`src/sv/bcw_ram.sv`:
```
module bcw_ram #(
  parameter int unsigned WIDTH = 64,
  parameter int unsigned DEPTH = 64
) (
  input  logic                     clk_i,
  input  logic                     wr_en_i,
  input  logic [$clog2(DEPTH)-1:0] wr_addr_i,
  input  logic [WIDTH-1:0]         wr_data_i,
  input  logic                     rd_en_i,
  input  logic [$clog2(DEPTH)-1:0] rd_addr_i,
  output logic [WIDTH-1:0]         rd_data_o
);

  logic [WIDTH-1:0] mem_q [DEPTH];

  always_ff @(posedge clk_i) begin
    if (wr_en_i) begin
      mem_q[wr_addr_i] <= wr_data_i;
    end
    if (rd_en_i) begin
      rd_data_o <= mem_q[rd_addr_i];
    end
  end

endmodule

```
`config.mk`:
```
export PLATFORM = sky130hd
export DESIGN_NAME = bcw_ram
export DESIGN_NICKNAME = d
export VERILOG_FILES = /design/src/sv/bcw_ram.sv
export SDC_FILE = /design/constraint.sdc
export NUM_CORES = 2
export LEC_CHECK = 0
export BUFFER_PORTS_ARGS = -buffer_cell sky130_fd_sc_hd__buf_2
export CAP_MARGIN = 20
export CORE_UTILIZATION = 25
export CTS_CLUSTER_DIAMETER = 120
export DETAILED_ROUTE_END_ITERATION = 10
export GPL_TIMING_DRIVEN = 0
export PLACE_DENSITY_LB_ADDON = 0.05
export SYNTH_ARGS = -nofsm -noshare
export SYNTH_HDL_FRONTEND = slang
export SYNTH_SLANG_ARGS = --single-unit
export TNS_END_PERCENT = 5
```
`constraint.sdc`:
```
create_clock -name clk_i -period 10.2 [get_ports clk_i]
set_input_delay 0.51 -clock clk_i [delete_from_list [all_inputs] [get_ports clk_i]]
set_output_delay 0.51 -clock clk_i [all_outputs]
set_load 0.05 [all_outputs]
```
==> results.py <==
metrics = {
    "run_status": {
        "status": "finished, final reports clean",
    },
    "die": {
        "start_util": 0.251,
        "core_area_um2": 624000,
        "die_h_um": 794,
        "rows": 290,
        "die_area_um2": 631000,
        "ioPinCount": 143,
        "die_width_um": 794,
    },
    "drt": {
        "drtPass1Iterations": 5,
        "drc": 0,
        "avgViaCountPerCell": 4.63,
        "drt-initial-drc-count": 6331,
        "vias": 75700,
        "wl_per_cell_um": 34.6,
        "routed_wl_mm": 565,
        "final_antenna_net_count": 0,
    },
    "yosys": {
        "synth-edff-count": 4160,
        "synthFlopType": "edfxtp_1",
        "synth_nets": 6677,
        "netlist_area_um2": 157000,
        "syn_area_per_cell_um2": 23.8,
        "synth_xor_area_frac": 0,
        "yosysUniqueCellTypes": 32,
        "seq_area_frac_synth": 0.796,
        "synth_compound_area_frac": 0.0247,
        "synthArstFlopShare": 0,
        "yosysWarnings": 0,
        "synthCells": 6598,
        "yosys-mux-area-fraction": 0.156,
        "ys_seq_elements": 4160,
        "synth_top_family_by_area": "multiplexers",
        "synthAdderAreaFrac": 0,
        "synthSimpleGateAreaFrac": 0.0123,
    },
    "critical_path": {
        "path_cells": "buf_4 > buf_2 > buf_2 > mux4_2 > mux2i_1 > o22ai_1 > a31oi_1 > a211oi_1",
        "critPathBufInv": 3,
        "cp_top_family": "compound AO/OA/AOI/OAI gates",
        "crit_required_ns": 10.95,
        "path_class": "in -> reg",
        "cpMaxStageDelayCell": "buf_2",
        "path_max_fanout": 10,
        "cp-start-kind": "primary input",
        "max_stage_delay_ns": 0.85,
        "cp-end-kind": "flip-flop",
        "rr_startpoint": "mem_q[62][38]",
        "reg2reg_depth": 5,
        "worstPathArrival_ns": 4.96,
        "r2r_end": "rd_data_o[38]",
        "worst_path_most_repeated_cell": "buf_2",
        "reg2reg_slack_ns": 7.16,
    },
    "timing": {
        "final_max_slew_viol_count": 0,
        "min_period_ns": 4.21,
        "rsz0062_at_grt": "false",
        "timing.final.ws_setup_ns": 5.99,
        "fmax_mhz": 237,
        "clock_skew_ns": 0.0881,
        "slew_headroom": 0.187,
        "post-route-period-util": 0.413,
        "setup-tns-final_ns": 0,
        "hold_viol_final": 0,
        "worst_slew_pin_slew_ns": 1.20,
        "setup_viol": 0,
    },
    "global_routing": {
        "antenna_found_initial": 62,
        "grt_pass1_vias": 80000,
        "grt_pass1_wl_mm": 750,
        "grt_overflow_total": 0,
        "grtUsageTotal": 0.175,
        "grt_max_degree": 65,
    },
    "layout": {
        "area_delta_synth_final_pct": 21.7,
        "drive_gt1_frac": 0.307,
        "num-nets-final": 7702,
        "layout.cells.non_filler": 16400,
        "design_area_um2": 191000,
    },
    "cts": {
        "ctsHtreeMaxLevel": 5,
        "cts.path.max_buffers": 4,
        "clkTransAtPathRegs_ns": 0.06,
        "cts-root-buf": "clkbuf_16",
        "cts_hold_buf": 42,
        "cts_tree": "built",
        "post-cts-setup-buffers": 0,
        "numClockSinks": 4160,
        "cts-buffers-inserted": 484,
        "clk_latency_ns": 1.06,
        "postCtsResizedCells": 0,
    },
    "placed_design": {
        "dp_hpwl_mm": 396,
        "place_area_um2": 175000,
        "place_congestion": 0.725,
        "place_ws_ns": 4.52,
        "dp_cells": 15400,
        "numPortBuffers": 134,
    },
    "worst_hold_path": {
        "hold_path_startpoint": "wr_data_i[12]",
        "holdPathEnd": "mem_q[18][12]",
        "min_path_cells": 1,
        "hold_path_class": "in -> reg",
    },
    "pwr": {
        "power.density_nw_per_um2": 199,
        "ir_worst_vdd_mv": 0.146,
        "power_w": 0.0380,
        "p_leak_nw": 58.7,
    },
    "flow_run": {
        "cap_viol_max_count": 0,
    },
}
==> per-stage QoR <==
stage / utilization / hold WS, ns
detailed placement: 0.280 / 0.847
finish: 0.306 / 0.0847
global route: 0.306 / 0.0543
floorplan: - / 0.609
CTS: 0.305 / 0.0270
global placement: 0.269 / 0.973
==> worst max path at each step <==
| stage | startpoint | endpoint | cells after the start |
|---|---|---|---|
| floorplan | wr_addr_i[3] | mem_q[48][0] | 4 |
| global placement | wr_addr_i[3] | mem_q[48][37] | 4 |
| detailed placement | rd_addr_i[0] | rd_data_o[38] | 8 |
| CTS | rd_addr_i[0] | rd_data_o[38] | 8 |
| global route | rd_addr_i[2] | rd_data_o[1] | 9 |
| finish | rd_addr_i[0] | rd_data_o[38] | 8 |
==> cell families after synthesis <==
logic type      Yosys count
flops                  4160
mux                    1159
simple gates            386
buf+inv                 389
compound gates          504
==> flip-flops by register name, indices dropped and copies added (netlist names) <==
signal	count
mem_q	4096
rd_data_o	64
==> synthesized netlist by cell type (all sizes together) (28+ instances only) <==
master	instances	area share
o22ai	83	0.0033
nand3	45	0.0014
or3	29	0.0012
or2	28	0.0011
mux2i	135	0.0086
o221ai	38	0.0021
and3	64	0.0026
buf	230	0.0080
a22oi	168	0.0080
clkbuf	140	0.0033
nand2	58	0.0014
a211oi	63	0.0030
nor2b	28	0.0011
mux4	1024	0.15
nor2	112	0.0027
a22o	88	0.0049
edfxtp	4160	0.80
==> worst reg2reg max path, cell delays in order, from the launching register on <==
cell,delay (ns)
edfxtp_1,0.32
mux4_2,0.22
mux2i_1,0.12
o22ai_1,0.85
a31oi_1,0.43
a211oi_1,0.83
==> power by group <==
group	switching, W	internal, W
logic	0.00154	0.000696
registers	0.0000399	0.0190
clock network	0.00710	0.00962
total	0.00868	0.0293
==> layer usage <==
metal  part of all wire  vias to the layer above  global-route usage
li1                   -                    30700                   -
met5           0.000092                        -                   0
met1               0.45                    42500               0.244
met3              0.040                      558              0.0238
met4              0.019                        8              0.0329
met2               0.49                     1837               0.295
==> area by class of cell <==
cell class | instances | area [um2]
Fill cell | 59900 | 433000
Timing Repair Buffer | 539 | 7930
Tap cell | 8322 | 10400
Clock buffer | 605 | 12700
Clock inverter | 266 | 2310
Sequential cell | 4160 | 125000
Antenna cell | 28 | 70.1
Multi-Input combinational cell | 2049 | 30800
Inverter | 19 | 71.3
Buffer | 370 | 1790
==> placed cells by master (no fill, tap or decap), drive strengths merged, types with 29 or more instances in the layout <==
cell,Yosys,final
mux2i,135,135
edfxtp,4160,4160
inv,19,32
dlygate4sd3,0,53
or3,29,29
o221ai,38,38
mux4,1024,1024
clkinv,0,216
nand3,45,45
a211oi,63,63
bufinv,0,34
nand2,58,58
buf,230,716
o22ai,83,83
a22oi,168,168
nor2,112,112
and3,64,64
a22o,88,88
clkbuf,140,745
Note: power is estimated with default switching activity, not from simulation.
